### config.mk
export PLATFORM = sky130hd
export DESIGN_NAME = iso_week_date_calculator_unit_flat
export DESIGN_NICKNAME = d
export VERILOG_FILES = /design/src/sv/iwd_pkg.sv /design/src/sv/iwd_req_if.sv /design/src/sv/iwd_res_if.sv /design/src/sv/iso_week_date_calculator_unit.sv /design/src/flat_wrapper.sv
export SDC_FILE = /design/constraint.sdc
export NUM_CORES = 1
export LEC_CHECK = 0
export BUFFER_PORTS_ARGS = -buffer_cell sky130_fd_sc_hd__buf_2
export CAP_MARGIN = 20
export CORE_ASPECT_RATIO = 1.4
export CORE_MARGIN = 3
export CORE_UTILIZATION = 32
export CTS_BUF_LIST = sky130_fd_sc_hd__clkbuf_8
export DETAILED_ROUTE_END_ITERATION = 12
export GPL_TIMING_DRIVEN = 0
export HOLD_SLACK_MARGIN = 0.08
export PLACE_DENSITY = 0.52
export SYNTH_ARGS = -nofsm -noshare
export SYNTH_HDL_FRONTEND = slang
export SYNTH_SLANG_ARGS = --single-unit
export TNS_END_PERCENT = 10
### constraint.sdc
create_clock -name clk -period 4.9 [get_ports clk]
set_clock_uncertainty 0.05 [all_clocks]
set_input_delay 0.245 -clock clk [delete_from_list [all_inputs] [get_ports clk]]
set_output_delay 0.245 -clock clk [all_outputs]
set_load 0.02 [all_outputs]
### src/sv/iwd_pkg.sv
// Shared constants, helper functions and calendar tables of the ISO week date calculator.
package iwd_pkg;

  // Field widths of the request and result payloads.
  localparam int unsigned YEAR_W  = 12;
  localparam int unsigned MONTH_W = 4;
  localparam int unsigned DAY_W   = 5;
  localparam int unsigned WDAY_W  = 3;
  localparam int unsigned WEEK_W  = 6;
  localparam int unsigned YDAY_W  = 9;
  localparam int unsigned MLEN_W  = 5;

  // Years are held as an offset from the first supported year.
  localparam int unsigned YOFS_W = 7;
  localparam logic [YEAR_W-1:0] YEAR_MIN = 12'd2000;
  localparam logic [YEAR_W-1:0] YEAR_MAX = 12'd2099;

  // Month numbers that matter to the logic.
  localparam logic [MONTH_W-1:0] MONTH_JAN = 4'd1;
  localparam logic [MONTH_W-1:0] MONTH_FEB = 4'd2;
  localparam logic [MONTH_W-1:0] MONTH_MAR = 4'd3;
  localparam logic [MONTH_W-1:0] MONTH_DEC = 4'd12;

  // Weekday codes, Sunday first; ISO numbers Sunday as seven.
  localparam logic [WDAY_W-1:0] WD_SUN = 3'd0;
  localparam logic [WDAY_W-1:0] WD_WED = 3'd3;
  localparam logic [WDAY_W-1:0] WD_THU = 3'd4;
  localparam logic [WDAY_W-1:0] ISO_SUN = 3'd7;

  // Weekday sum of the year before the first supported year (1999).
  localparam logic [WDAY_W-1:0] WD_BASE_PREV = 3'd5;

  localparam logic [WEEK_W-1:0] WEEKS_SHORT = 6'd52;
  localparam logic [WEEK_W-1:0] WEEKS_LONG  = 6'd53;
  localparam logic [WEEK_W-1:0] WEEK_FIRST  = 6'd1;
  localparam logic [YDAY_W-1:0] ISO_BIAS    = 9'd10;

  // Division by seven through a reciprocal: floor(x / 7) = (x * M) >> S.
  // The week formula takes values up to 375, the weekday sums up to 160.
  localparam int unsigned        WK_DIV_SH  = 11;
  localparam logic [YDAY_W-1:0]  WK_DIV_MUL = 9'd293;
  localparam int unsigned        MOD_DIV_SH = 10;
  localparam logic [7:0]         MOD_DIV_MUL = 8'd147;
  localparam logic [7:0]         SEVEN = 8'd7;

  // Remainder by seven of a value up to 160.
  function automatic logic [WDAY_W-1:0] mod7(input logic [7:0] x);
    logic [15:0] p;
    logic [7:0]  q;
    begin
      p = 16'(x) * 16'(MOD_DIV_MUL);
      q = 8'(p[15:MOD_DIV_SH]);
      mod7 = WDAY_W'(x - 8'(q * SEVEN));
    end
  endfunction

  // Sakamoto month offsets.
  function automatic logic [WDAY_W-1:0] month_offset(input logic [MONTH_W-1:0] m);
    logic [WDAY_W-1:0] r;
    begin
      case (m)
        4'd2:    r = 3'd3;
        4'd3:    r = 3'd2;
        4'd4:    r = 3'd5;
        4'd5:    r = 3'd0;
        4'd6:    r = 3'd3;
        4'd7:    r = 3'd5;
        4'd8:    r = 3'd1;
        4'd9:    r = 3'd4;
        4'd10:   r = 3'd6;
        4'd11:   r = 3'd2;
        4'd12:   r = 3'd4;
        default: r = 3'd0;
      endcase
      month_offset = r;
    end
  endfunction

  // Days in a month of a common year; zero for a month that does not exist.
  function automatic logic [MLEN_W-1:0] month_days(input logic [MONTH_W-1:0] m);
    logic [MLEN_W-1:0] r;
    begin
      case (m)
        4'd1, 4'd3, 4'd5, 4'd7, 4'd8, 4'd10, 4'd12: r = 5'd31;
        4'd4, 4'd6, 4'd9, 4'd11:                    r = 5'd30;
        4'd2:                                       r = 5'd28;
        default:                                    r = 5'd0;
      endcase
      month_days = r;
    end
  endfunction

  // Days of a common year before the first of the month.
  function automatic logic [YDAY_W-1:0] days_before(input logic [MONTH_W-1:0] m);
    logic [YDAY_W-1:0] r;
    begin
      case (m)
        4'd2:    r = 9'd31;
        4'd3:    r = 9'd59;
        4'd4:    r = 9'd90;
        4'd5:    r = 9'd120;
        4'd6:    r = 9'd151;
        4'd7:    r = 9'd181;
        4'd8:    r = 9'd212;
        4'd9:    r = 9'd243;
        4'd10:   r = 9'd273;
        4'd11:   r = 9'd304;
        4'd12:   r = 9'd334;
        default: r = 9'd0;
      endcase
      days_before = r;
    end
  endfunction

endpackage

### src/sv/iwd_req_if.sv
// Request channel carrying one Gregorian date.
interface iwd_req_if;
  import iwd_pkg::*;

  logic               valid;
  logic               ready;
  logic [YEAR_W-1:0]  year;
  logic [MONTH_W-1:0] month;
  logic [DAY_W-1:0]   day;

  modport source (output valid, output year, output month, output day, input ready);
  modport sink   (input valid, input year, input month, input day, output ready);
endinterface

### src/sv/iwd_res_if.sv
// Result channel carrying the calendar facts of one date.
interface iwd_res_if;
  import iwd_pkg::*;

  logic              valid;
  logic              ready;
  logic              valid_res;
  logic [WDAY_W-1:0] weekday;
  logic [WEEK_W-1:0] iso_week;
  logic [YDAY_W-1:0] year_day;
  logic [MLEN_W-1:0] month_length;
  logic              leap;

  modport source (output valid, output valid_res, output weekday, output iso_week,
                  output year_day, output month_length, output leap, input ready);
  modport sink   (input valid, input valid_res, input weekday, input iso_week,
                  input year_day, input month_length, input leap, output ready);
endinterface

### src/sv/iso_week_date_calculator_unit.sv
// Top level of the ISO week date calculator: a five-stage date pipeline.
//
// Each request carries a Gregorian date and yields exactly one result from
// the last register stage. While the result channel is not stalled, a new
// request can be taken in every cycle; the throughput is one date per
// clock, set by the register stages, each holding about one small constant
// multiply or add. Years below 2000 are treated as 2000 and years above 2099
// as 2099. A month outside 1 to 12 or a day outside the month's length gives
// valid_res low with every other result field zero. Weekdays run from 0
// (Sunday) to 6 (Saturday); the ISO week wraps to 52 or 53 of the previous
// year before week one, and to week 1 after the last week of the year.
// Every stage has its own valid bit and stalls only when the stage after it
// is full and blocked, so bubbles are squeezed out and a stalled result
// never blocks requests while free stages remain.
module iso_week_date_calculator_unit
  import iwd_pkg::*;
(
  input logic          clk,
  input logic          rst_n,
  iwd_req_if.sink      in_req,
  iwd_res_if.source    out_res
);

  // Stage 1: year offset, leap flag, month length and range check.
  typedef struct packed {
    logic [YOFS_W-1:0]  yofs;
    logic [MONTH_W-1:0] month;
    logic [DAY_W-1:0]   day;
    logic               leap;
    logic [MLEN_W-1:0]  mlen;
    logic               ok;
  } s1_t;

  // Stage 2: unreduced weekday sums and the day of year.
  typedef struct packed {
    logic               ok;
    logic               leap;
    logic [MLEN_W-1:0]  mlen;
    logic [7:0]         wd_sum;
    logic [YDAY_W-1:0]  yday;
    logic [7:0]         jan_sum;
    logic [7:0]         jan_prev_sum;
    logic               first_year;
    logic               leap_prev;
  } s2_t;

  // Stage 3: weekday and week counts of this and the previous year.
  typedef struct packed {
    logic               ok;
    logic               leap;
    logic [MLEN_W-1:0]  mlen;
    logic [WDAY_W-1:0]  wday;
    logic [YDAY_W-1:0]  yday;
    logic               long_year;
    logic               long_prev;
  } s3_t;

  // Stage 4: raw ISO week before wrapping.
  typedef struct packed {
    logic               ok;
    logic               leap;
    logic [MLEN_W-1:0]  mlen;
    logic [WDAY_W-1:0]  wday;
    logic [YDAY_W-1:0]  yday;
    logic               long_year;
    logic               long_prev;
    logic [WEEK_W-1:0]  week_raw;
  } s4_t;

  typedef struct packed {
    logic               valid_res;
    logic [WDAY_W-1:0]  weekday;
    logic [WEEK_W-1:0]  iso_week;
    logic [YDAY_W-1:0]  year_day;
    logic [MLEN_W-1:0]  month_length;
    logic               leap;
  } res_t;

  logic s1_vld_r, s2_vld_r, s3_vld_r, s4_vld_r, out_vld_r;
  s1_t  s1_r, s1_nxt;
  s2_t  s2_r, s2_nxt;
  s3_t  s3_r, s3_nxt;
  s4_t  s4_r, s4_nxt;
  res_t out_r, out_nxt;

  // A stage can load when it is empty or its content moves on this cycle.
  logic rdy1, rdy2, rdy3, rdy4, rdy_out;

  assign rdy_out = !out_vld_r || out_res.ready;
  assign rdy4    = !s4_vld_r || rdy_out;
  assign rdy3    = !s3_vld_r || rdy4;
  assign rdy2    = !s2_vld_r || rdy3;
  assign rdy1    = !s1_vld_r || rdy2;
  assign in_req.ready = rdy1;

  // Stage 1 logic: clamp the year and check the date against its month.
  logic [YEAR_W-1:0] year_diff;
  logic              month_ok;

  always_comb begin
    year_diff = in_req.year - YEAR_MIN;
    if (in_req.year < YEAR_MIN) begin
      s1_nxt.yofs = '0;
    end else if (in_req.year > YEAR_MAX) begin
      s1_nxt.yofs = YOFS_W'(YEAR_MAX - YEAR_MIN);
    end else begin
      s1_nxt.yofs = YOFS_W'(year_diff);
    end
    // Within 2000 to 2099 every fourth year is a leap year, 2000 included.
    s1_nxt.leap  = (s1_nxt.yofs[1:0] == 2'd0);
    s1_nxt.month = in_req.month;
    s1_nxt.day   = in_req.day;
    month_ok     = (in_req.month >= MONTH_JAN) && (in_req.month <= MONTH_DEC);
    s1_nxt.mlen  = month_days(in_req.month) +
                   MLEN_W'((in_req.month == MONTH_FEB) && s1_nxt.leap);
    s1_nxt.ok    = month_ok && (in_req.day != '0) && (in_req.day <= s1_nxt.mlen);
  end

  // Stage 2 logic: Sakamoto sums. With the year written as 2000 + k the
  // century terms cancel modulo seven, so the sum is k + k/4; the year
  // before 2000 contributes a fixed five.
  logic              early;
  logic [YOFS_W-1:0] k_wd, k_jan, k_prev;

  always_comb begin
    early  = (s1_r.month < MONTH_MAR);
    k_wd   = s1_r.yofs - YOFS_W'(early);
    k_jan  = s1_r.yofs - YOFS_W'(1);
    k_prev = s1_r.yofs - YOFS_W'(2);

    if (s1_r.yofs == '0 && early) begin
      s2_nxt.wd_sum = 8'(WD_BASE_PREV);
    end else begin
      s2_nxt.wd_sum = 8'(k_wd) + 8'(k_wd >> 2);
    end
    s2_nxt.wd_sum = s2_nxt.wd_sum + 8'(month_offset(s1_r.month)) + 8'(s1_r.day);

    // First of January of this year, then of the year before.
    if (s1_r.yofs == '0) begin
      s2_nxt.jan_sum = 8'(WD_BASE_PREV) + 8'd1;
    end else begin
      s2_nxt.jan_sum = 8'(k_jan) + 8'(k_jan >> 2) + 8'd1;
    end
    if (s1_r.yofs == YOFS_W'(1)) begin
      s2_nxt.jan_prev_sum = 8'(WD_BASE_PREV) + 8'd1;
    end else begin
      s2_nxt.jan_prev_sum = 8'(k_prev) + 8'(k_prev >> 2) + 8'd1;
    end
    // 1999 has 52 weeks; it is handled by this flag alone.
    s2_nxt.first_year = (s1_r.yofs == '0);
    s2_nxt.leap_prev  = (s1_r.yofs != '0) && (k_jan[1:0] == 2'd0);

    s2_nxt.yday = days_before(s1_r.month) + YDAY_W'(s1_r.day) +
                  YDAY_W'(s1_r.leap && (s1_r.month > MONTH_FEB));
    s2_nxt.ok   = s1_r.ok;
    s2_nxt.leap = s1_r.leap;
    s2_nxt.mlen = s1_r.mlen;
  end

  // Stage 3 logic: reduce the sums modulo seven and find the week counts.
  logic [WDAY_W-1:0] jan_wd, jan_prev_wd;

  always_comb begin
    jan_wd      = mod7(s2_r.jan_sum);
    jan_prev_wd = mod7(s2_r.jan_prev_sum);
    s3_nxt.wday = mod7(s2_r.wd_sum);
    // A year has 53 weeks when it opens on a Thursday, or on a Wednesday
    // in a leap year.
    s3_nxt.long_year = (jan_wd == WD_THU) || ((jan_wd == WD_WED) && s2_r.leap);
    s3_nxt.long_prev = !s2_r.first_year &&
                       ((jan_prev_wd == WD_THU) ||
                        ((jan_prev_wd == WD_WED) && s2_r.leap_prev));
    s3_nxt.yday = s2_r.yday;
    s3_nxt.ok   = s2_r.ok;
    s3_nxt.leap = s2_r.leap;
    s3_nxt.mlen = s2_r.mlen;
  end

  // Stage 4 logic: (year_day + 10 - iso_weekday) / 7 by reciprocal.
  logic [WDAY_W-1:0]   iso_wd;
  logic [YDAY_W-1:0]   week_num;
  logic [2*YDAY_W-1:0] week_prod;

  always_comb begin
    iso_wd    = (s3_r.wday == WD_SUN) ? ISO_SUN : s3_r.wday;
    week_num  = s3_r.yday + ISO_BIAS - YDAY_W'(iso_wd);
    week_prod = (2*YDAY_W)'(week_num) * (2*YDAY_W)'(WK_DIV_MUL);
    s4_nxt.week_raw  = WEEK_W'(week_prod >> WK_DIV_SH);
    s4_nxt.ok        = s3_r.ok;
    s4_nxt.leap      = s3_r.leap;
    s4_nxt.mlen      = s3_r.mlen;
    s4_nxt.wday      = s3_r.wday;
    s4_nxt.yday      = s3_r.yday;
    s4_nxt.long_year = s3_r.long_year;
    s4_nxt.long_prev = s3_r.long_prev;
  end

  // Stage 5 logic: wrap the week into the neighboring years and clear the
  // fields of an invalid date.
  logic [WEEK_W-1:0] weeks_this, weeks_prev, week_fix;

  always_comb begin
    weeks_this = s4_r.long_year ? WEEKS_LONG : WEEKS_SHORT;
    weeks_prev = s4_r.long_prev ? WEEKS_LONG : WEEKS_SHORT;
    if (s4_r.week_raw == '0) begin
      week_fix = weeks_prev;
    end else if (s4_r.week_raw > weeks_this) begin
      week_fix = WEEK_FIRST;
    end else begin
      week_fix = s4_r.week_raw;
    end
    if (s4_r.ok) begin
      out_nxt.valid_res    = 1'b1;
      out_nxt.weekday      = s4_r.wday;
      out_nxt.iso_week     = week_fix;
      out_nxt.year_day     = s4_r.yday;
      out_nxt.month_length = s4_r.mlen;
      out_nxt.leap         = s4_r.leap;
    end else begin
      out_nxt = '0;
    end
  end

  // Valid bits are cleared by reset; payload registers load with their stage.
  always_ff @(posedge clk) begin
    if (!rst_n) begin
      s1_vld_r  <= 1'b0;
      s2_vld_r  <= 1'b0;
      s3_vld_r  <= 1'b0;
      s4_vld_r  <= 1'b0;
      out_vld_r <= 1'b0;
    end else begin
      if (rdy1)    s1_vld_r  <= in_req.valid;
      if (rdy2)    s2_vld_r  <= s1_vld_r;
      if (rdy3)    s3_vld_r  <= s2_vld_r;
      if (rdy4)    s4_vld_r  <= s3_vld_r;
      if (rdy_out) out_vld_r <= s4_vld_r;
    end
  end

  always_ff @(posedge clk) begin
    if (rdy1 && in_req.valid) s1_r  <= s1_nxt;
    if (rdy2 && s1_vld_r)     s2_r  <= s2_nxt;
    if (rdy3 && s2_vld_r)     s3_r  <= s3_nxt;
    if (rdy4 && s3_vld_r)     s4_r  <= s4_nxt;
    if (rdy_out && s4_vld_r)  out_r <= out_nxt;
  end

  assign out_res.valid        = out_vld_r;
  assign out_res.valid_res    = out_r.valid_res;
  assign out_res.weekday      = out_r.weekday;
  assign out_res.iso_week     = out_r.iso_week;
  assign out_res.year_day     = out_r.year_day;
  assign out_res.month_length = out_r.month_length;
  assign out_res.leap         = out_r.leap;

  // An invalid date carries no calendar facts.
  a_invalid_zero: assert property (@(posedge clk) disable iff (!rst_n)
    (out_res.valid && !out_res.valid_res) |->
      (out_res.weekday == '0 && out_res.iso_week == '0 && out_res.year_day == '0 &&
       out_res.month_length == '0 && !out_res.leap))
    else $error("invalid date result has nonzero fields");

  // A valid date has a real weekday and a week within 1 to 53.
  a_week_range: assert property (@(posedge clk) disable iff (!rst_n)
    (out_res.valid && out_res.valid_res) |->
      (out_res.weekday <= 3'd6 && out_res.iso_week >= WEEK_FIRST &&
       out_res.iso_week <= WEEKS_LONG))
    else $error("weekday or ISO week out of range");

  // The day of year agrees with the leap flag and the month length is real.
  a_yday_range: assert property (@(posedge clk) disable iff (!rst_n)
    (out_res.valid && out_res.valid_res) |->
      (out_res.year_day >= 9'd1 &&
       out_res.year_day <= (out_res.leap ? 9'd366 : 9'd365) &&
       out_res.month_length >= 5'd28))
    else $error("day of year or month length out of range");

  // Stage 4 never holds its item while the output stage sits empty and free.
  a_no_hold: assert property (@(posedge clk) disable iff (!rst_n)
    (s4_vld_r && !out_vld_r) |=> out_vld_r)
    else $error("pipeline held an item without a stall");

endmodule

### src/flat_wrapper.sv
// flat-port wrapper written by rule: the top's interface ports become plain ports
module iso_week_date_calculator_unit_flat import iwd_pkg::*;
  (clk, rst_n, in_req_valid, in_req_year, in_req_month, in_req_day, in_req_ready, out_res_valid, out_res_valid_res, out_res_weekday, out_res_iso_week, out_res_year_day, out_res_month_length, out_res_leap, out_res_ready);
  iwd_req_if in_req_i ();
  iwd_res_if out_res_i ();
  input logic clk;
  input logic rst_n;
  input wire logic [$bits(in_req_i.valid)-1:0] in_req_valid;
  input wire logic [$bits(in_req_i.year)-1:0] in_req_year;
  input wire logic [$bits(in_req_i.month)-1:0] in_req_month;
  input wire logic [$bits(in_req_i.day)-1:0] in_req_day;
  output wire logic [$bits(in_req_i.ready)-1:0] in_req_ready;
  output wire logic [$bits(out_res_i.valid)-1:0] out_res_valid;
  output wire logic [$bits(out_res_i.valid_res)-1:0] out_res_valid_res;
  output wire logic [$bits(out_res_i.weekday)-1:0] out_res_weekday;
  output wire logic [$bits(out_res_i.iso_week)-1:0] out_res_iso_week;
  output wire logic [$bits(out_res_i.year_day)-1:0] out_res_year_day;
  output wire logic [$bits(out_res_i.month_length)-1:0] out_res_month_length;
  output wire logic [$bits(out_res_i.leap)-1:0] out_res_leap;
  input wire logic [$bits(out_res_i.ready)-1:0] out_res_ready;
  assign in_req_i.valid = in_req_valid;
  assign in_req_i.year = in_req_year;
  assign in_req_i.month = in_req_month;
  assign in_req_i.day = in_req_day;
  assign in_req_ready = in_req_i.ready;
  assign out_res_valid = out_res_i.valid;
  assign out_res_valid_res = out_res_i.valid_res;
  assign out_res_weekday = out_res_i.weekday;
  assign out_res_iso_week = out_res_i.iso_week;
  assign out_res_year_day = out_res_i.year_day;
  assign out_res_month_length = out_res_i.month_length;
  assign out_res_leap = out_res_i.leap;
  assign out_res_i.ready = out_res_ready;
  iso_week_date_calculator_unit u_core (.clk(clk), .rst_n(rst_n), .in_req(in_req_i), .out_res(out_res_i));
endmodule
## After elaboration in Yosys (flattened, before gate mapping)

Memory sizes are Yosys's and may differ from the RTL's. A register that Yosys moved wholly into a read port is not among the register bits.
Cells that the tools add are included.

| storage, ports and cells | value |
|---|---|
| bits in latches | 0 |
| memories | 3 |
| memory bits (read-only) | 272 |
| RAM bits | 0 |
| bits in registers | 143 |
| input port bits | 25 |

Memories:

| memory | depth | bits a word | rd ports | clocked after memory_dff | wr ports | RTL line | text |
|---|---|---|---|---|---|---|---|
| (name not given) | 16 | 9 | 1 | 1 | 0 | iwd_pkg.sv:97 | `case (m)` |
| (name not given) | 16 | 5 | 1 | 0 | 0 | iwd_pkg.sv:83 | `case (m)` |
| (name not given) | 16 | 3 | 1 | 1 | 0 | iwd_pkg.sv:61 | `case (m)` |

| operators by class | value |
|---|---|
| equal/unequal tests | 6 |
| shift-type cells | 0 |
| multiply operators | 7 |
| mux-type cells | 11 |
| add/subtract/negate cells | 19 |
| reduce and logical (&&, ||, !) cells | 36 |
| div/mod/pow operators | 0 |
| $lt $le $gt $ge | 8 |
| bitwise operators | 0 |

Operators with widths:

| cell | number |
|---|---|
| $mul 8x8->16 const B | 3 |
| $mux 25 | 1 |
| $add 7x5->8 | 3 |
| $mul 6x3->3 const B | 3 |
| $mul 9x9->17 const B | 1 |
| $add 8x1->8 const B | 2 |
| $logic_and 1x1->1 | 15 |
| $gt 12x12->1 const B | 1 |
| $lt 12x11->1 const B | 1 |
| $mux 6 | 2 |
| $add 9x1->9 | 1 |
| $add 9x4->9 const B | 1 |
| $add 9x5->9 | 1 |
| $sub 3x3->3 | 3 |
| $sub 9x3->9 | 1 |
| $add 8x3->8 | 1 |
| $add 8x5->8 | 1 |
| $mux 4 | 2 |
| $mux 8 | 1 |
| $eq 7x1->1 const B | 1 |
| $logic_not 7->1 | 1 |
| $logic_or 1x1->1 | 7 |
| $mux 7 | 1 |
| $reduce_bool 7->1 | 1 |
| other kinds (23) | 32 |

## Longest topological paths before layout

| logic depth | value |
|---|---|
| depth after elaboration | 8 |
| mapped depth | 22 |

## Least setup slack after synthesis

No wires, ideal clock.

| timing path | value |
|---|---|
| path type | reg-to-reg |
| start | register u_core.s3_r[12] (netlist name) |
| end | register u_core.s4_r[4] (netlist name) (data pin) |
| path slack | -0.107 ns |
| cell stages (with the launch flop) | 23 |
| period minus slack after synthesis | 5.007 ns |
| arrival time | 4.698 ns |
| path buffers | 0 |
| cells stage by stage | edfxtp_1 o21bai_1 ha_1 inv_1 ha_1 fa_1 a211oi_1 o21bai_1 a21oi_1 xnor2_1 and2_1 ha_1 ha_1 inv_1 fa_1 inv_1 ha_1 nor3_1 o211ai_1 o2111ai_1 nand2_1 a211oi_1 nor2_1 |

| between the ends | value |
|---|---|
| word-level cells in the longest chain between the ends | 4 |

Ends and longest elaborated chain:

| element | RTL line | text |
|---|---|---|
| start, declared | iso_week_date_calculator_unit.sv:82 | `s3_t s3_r, s3_nxt;` |
| start signal, assigned | iso_week_date_calculator_unit.sv:244 | `if (rdy3 && s2_vld_r) s3_r <= s3_nxt;` |
| $logic_not 3->1 | iso_week_date_calculator_unit.sv:185 | `iso_wd = (s3_r.wday == WD_SUN) ? ISO_SUN : s3_r.wday;` |
| $mux 3 * | iso_week_date_calculator_unit.sv:185 |  |
| $sub 9x3->9 * | iso_week_date_calculator_unit.sv:186 | `week_num = s3_r.yday + ISO_BIAS - YDAY_W'(iso_wd);` |
| $mul 9x9->17 * | iso_week_date_calculator_unit.sv:187 | `week_prod = (2*YDAY_W)'(week_num) * (2*YDAY_W)'(WK_DIV_MUL);` |
| named net u_core.week_prod[15] | iso_week_date_calculator_unit.sv:182 | `logic [2*YDAY_W-1:0] week_prod;` |
| end signal, assigned | iso_week_date_calculator_unit.sv:245 | `if (rdy4 && s3_vld_r) s4_r <= s4_nxt;` |
| end, declared | iso_week_date_calculator_unit.sv:83 | `s4_t s4_r, s4_nxt;` |

The timed path passes the listed nets; every way through them passes the cells marked *.
A chain may end at the register's enable or synchronous reset.

## Final worst setup path

| timing path | value |
|---|---|
| start | register u_core.s3_r[12] (netlist name) |
| end | register u_core.s4_r[3] (netlist name) (data pin) |

The elaborated chain is that of the path after synthesis.

==> run_results.csv <==
group,metric,value,unit
grt,grt_pass1_vias,7231,
placement,io_buffer_count,51,
placement,dpl.hpwl,15.12,mm
setup_path,crit_path_end_kind,"flip-flop",
logic_synthesis,synth_flop_cell,"edfxtp_1",
setup_path,slowest_delay,0.48,ns
detailed_routing,vias_per_cell,4.485,
grt,grt_max_degree,31,
run,maxCapViolCount,0,
logic_synthesis,syn_inst,997,
logic_synthesis,netlist_area,11180,µm²
sta,whs,0.1267,ns
setup_path,cpMostUsedCell,"ha_1",
placement,pre_cts_ws,-0.5332,ns
sta,rsz0062_at_grt,"true",
cells_and_area,diodes,0,
sta,worst_slew_margin_rel,33.43,%
detailed_routing,postRouteAntennaNets,0,
sta,max_freq,200.6,MHz
floorplan,die_height,227.2,µm
setup_path,critical_path.endpoint,"u_core.s4_r[3]",
logic_synthesis,synth_edf_count,138,
cells_and_area,fin_area,12970,µm²
setup_path,cp_slowest_cell,"fa_1",
sta,post-route-period-util,101.7,%
run_status,outcome,"finished with violations",
clock_network,clock-sinks,155,
clock_network,cts_root_buf,"clkbuf_8",
detailed_routing,drtIter0Drc,268,
power_and_ir_drop,peakVddDrop,536.9,µV
setup_path,crit_chain,"o21bai_1 > ha_1 > inv_2 > ha_4 > fa_2 > a211oi_2 > o21bai_1 > a21oi_2 > xnor2_2 > xnor2_1 > ha_1 > ha_1 > inv_1 > fa_1 > inv_1 > ha_1 > o21ai_1 > nand2_1 > o2111ai_2 > nand2_1 > buf_4 > xor2_1",
sta,hold_violations,0,
clock_network,cts.clk_slew.worst_paths,0.11,ns
grt,antenna_found_initial,0,
floorplan,die_width,164.0,µm
setup_path,rrSetupSlack,-0.09,ns
setup_path,crit_arrival,5.15,ns
detailed_routing,drt_wl_total,18.91,mm
floorplan,start_util,32.66,%
grt,grt_use_total,10.89,%
run_status,violations,"negative setup slack",
detailed_routing,drc,0,
setup_path,worstReg2RegStart,"u_core.s3_r[12]",
setup_path,crit_start,"u_core.s3_r[12]",
setup_path,critPathRequiredTime,5.06,ns
grt,grt-ovfl-total,0,
setup_path,cp-start-kind,"flip-flop",
logic_synthesis,ys_types,65,
floorplan,core.rowCount,80,
logic_synthesis,async_flop_share,0,%
power_and_ir_drop,power_density,673.1,nW/µm²
floorplan,pin_count,52,
clock_network,cts_buffer_depth,2,
sta,worst_pin_slew,0.9708,ns
clock_network,clk_latency,0.46,ns
placement,placed_area,12080,µm²
floorplan,die-area,37250,µm²
cells_and_area,drive_gt1_share,14.75,%
min_path,hold_path_class,"in -> reg",
setup_path,reg2regPathDepth,22,
cells_and_area,final_common_cell,"ha_1",
sta,slew_viol_final,0,
setup_path,path_class,"reg -> reg",
logic_synthesis,avgSynthCellArea,11.21,µm²
cells_and_area,nFillCells,3418,
clock_network,cts-buffers-inserted,17,
floorplan,core-area,34230,µm²
cells_and_area,final_cell_mix,"ha_1 (196), inv_1 (166), edfxtp_1 (138)",
clock_network,cts_max_level,4,
setup_path,path_max_fanout,4,
detailed_routing,vias,7010,
sta,period_needed,4.985,ns
logic_synthesis,synth_seq_cells,155,
grt,grt_first_pass_wirelength,32.83,mm
power_and_ir_drop,power,0.008733,W
cells_and_area,nets,1362,
cells_and_area,synthToLayoutAreaGrowth,16.05,%
detailed_routing,drtPass1Iterations,4,
logic_synthesis,yosysWarningCount,0,
logic_synthesis,synth_nets,1260,
power_and_ir_drop,leakage,5.843,nW
logic_synthesis,ys_seq_area_share,40.11,%
setup_path,r2r-end,"u_core.s4_r[3]",
clock_network,cts_tree,"done",
placement,place.gp.congestion,0.7890,
sta,finalSetupViolCount,5,
sta,postLayoutSetupSlackWorst,-0.08546,ns
detailed_routing,wl_per_cell,12.10,µm
cell type report:
| class | count | area [µm²] | area share, % |
|---|---|---|---|
| Multi-Input combinational cell | 662 | 6243 | 48.12 |
| Sequential cell | 155 | 4484 | 34.56 |
| Inverter | 170 | 638.1 | 4.919 |
| Tap cell | 451 | 564.3 | 4.349 |
| Timing Repair Buffer | 83 | 559.3 | 4.311 |
| Clock buffer | 17 | 234.0 | 1.803 |
| Clock inverter | 15 | 180.2 | 1.389 |
| Buffer | 10 | 70.07 | 0.5401 |
report_power, final:
part / switching (W) / leakage [nW] / internal [W]
Combinational: 0.00297 / 4.19 / 0.00286
Sequential: 0.000111 / 1.44 / 0.00180
Clock: 0.000561 / 0.207 / 0.000433
Total: 0.00364 / 5.84 / 0.00509
worst max-delay path: cells and delay by family (launching register included):
kind	cells	cell delay (ns)
buffers and inverters	4	0.28
AOI/OAI and AO/OA	6	1.05
DFF	1	0.46
xor gates and xnor gates	3	0.58
adders and majority gates	7	2.10
and+or+nand+nor	2	0.22
synthesized netlist by cell type, types with 4 or more instances:
| cell | number | area share, % |
|---|---|---|
| xor2_1 | 23 | 1.8 |
| nor2b_1 | 13 | 0.73 |
| xnor2_1 | 57 | 4.5 |
| nor3_1 | 12 | 0.54 |
| a211oi_1 | 9 | 0.60 |
| nor4_1 | 4 | 0.22 |
| inv_1 | 168 | 5.6 |
| nand3_1 | 9 | 0.40 |
| a21oi_1 | 39 | 1.7 |
| nand2_1 | 48 | 1.6 |
| and3_1 | 8 | 0.45 |
| o21ai_0 | 38 | 1.7 |
| a31oi_1 | 4 | 0.22 |
| o21bai_1 | 10 | 0.67 |
| ha_1 | 203 | 23 |
| mux2i_1 | 6 | 0.54 |
| edfxtp_1 | 138 | 37 |
| dfxtp_1 | 17 | 3.0 |
| a21o_1 | 11 | 0.74 |
| fa_1 | 35 | 6.3 |
| a21boi_0 | 8 | 0.54 |
| and2_1 | 26 | 1.5 |
| nand2b_1 | 6 | 0.34 |
| nor2_1 | 37 | 1.2 |
| o21a_1 | 9 | 0.60 |
state kept, by name (all words and copies together) (netlist names), named ones only:
name,cells
u_core.out_res.valid,1
u_core.s2_r,42
u_core.s3_vld_r,1
u_core.s1_vld_r,1
u_core.out_res.leap,1
u_core.s4_vld_r,1
u_core.s3_r,21
u_core.out_res.valid_res,1
u_core.out_res.iso_week,6
u_core.out_res.year_day,9
u_core.out_res.month_length,5
u_core.s1_r,23
u_core.out_res.weekday,3
u_core.s2_vld_r,1
u_core.s4_r,27
per-layer routing:
metal	track usage [%]	up-vias	routed length (µm)
li1	-	3626	-
met1	12.23	3287	8211
met2	20.76	75	10010
met3	1.966	22	379
met4	3.249	0	308
met5	0	-	0
through the flow:
| step | setup TNS [ns] | utilization, % | std cells |
|---|---|---|---|
| after floorplan | 0 | - | 997 |
| after global placement | -29.35 | 35.10 | 1499 |
| after detailed placement | -2.990 | 35.27 | 1501 |
| after CTS | -0.2356 | 37.79 | 1563 |
| after global routing | -2.475 | 37.90 | 1563 |
| final | -0.2751 | 37.90 | 1563 |
kinds of logic (layout without fill, tap and decap cells):
group,Yosys count,count (layout),share of synthesized area [%]
AO/OA/AOI/OAI,148,148,8.282
XOR/XNOR,82,82,6.559
adder cells (fa/ha/maj),238,238,28.99
buffers and inverters,180,295,6.335
flip-flops,155,155,40.11
multiplexers,9,9,0.9737
AND/OR/NAND/NOR,185,185,8.752
worst min path at each step:
stage | startpoint | end | slack [ns] | cells after the start
2_1_floorplan | in_req_day[3] | u_core.s1_r[10] | 0.29 | 0
6_report | out_res_ready | u_core.out_res.valid | 0.13 | 3
4_1_cts | out_res_ready | u_core.out_res.valid | 0.09 | 3
3_3_place_gp | u_core.s2_r[21] | u_core.s3_r[5] | 0.36 | 0
5_1_grt | out_res_ready | u_core.out_res.valid | 0.11 | 3
3_5_place_dp | u_core.s2_r[37] | u_core.s3_r[16] | 0.35 | 0
what timing repair did:
action / in CTS / in global routing
endpoints found under the setup margin: 8 / 10
setup buffers: 14 / 0
hold buffers: 16 / 0
cloned: 0 / 0
endpoints found under the hold margin: 20 / 0
pin swaps: 54 / 4
resized for setup: 37 / 5
Power figures use the tool's default switching activity.
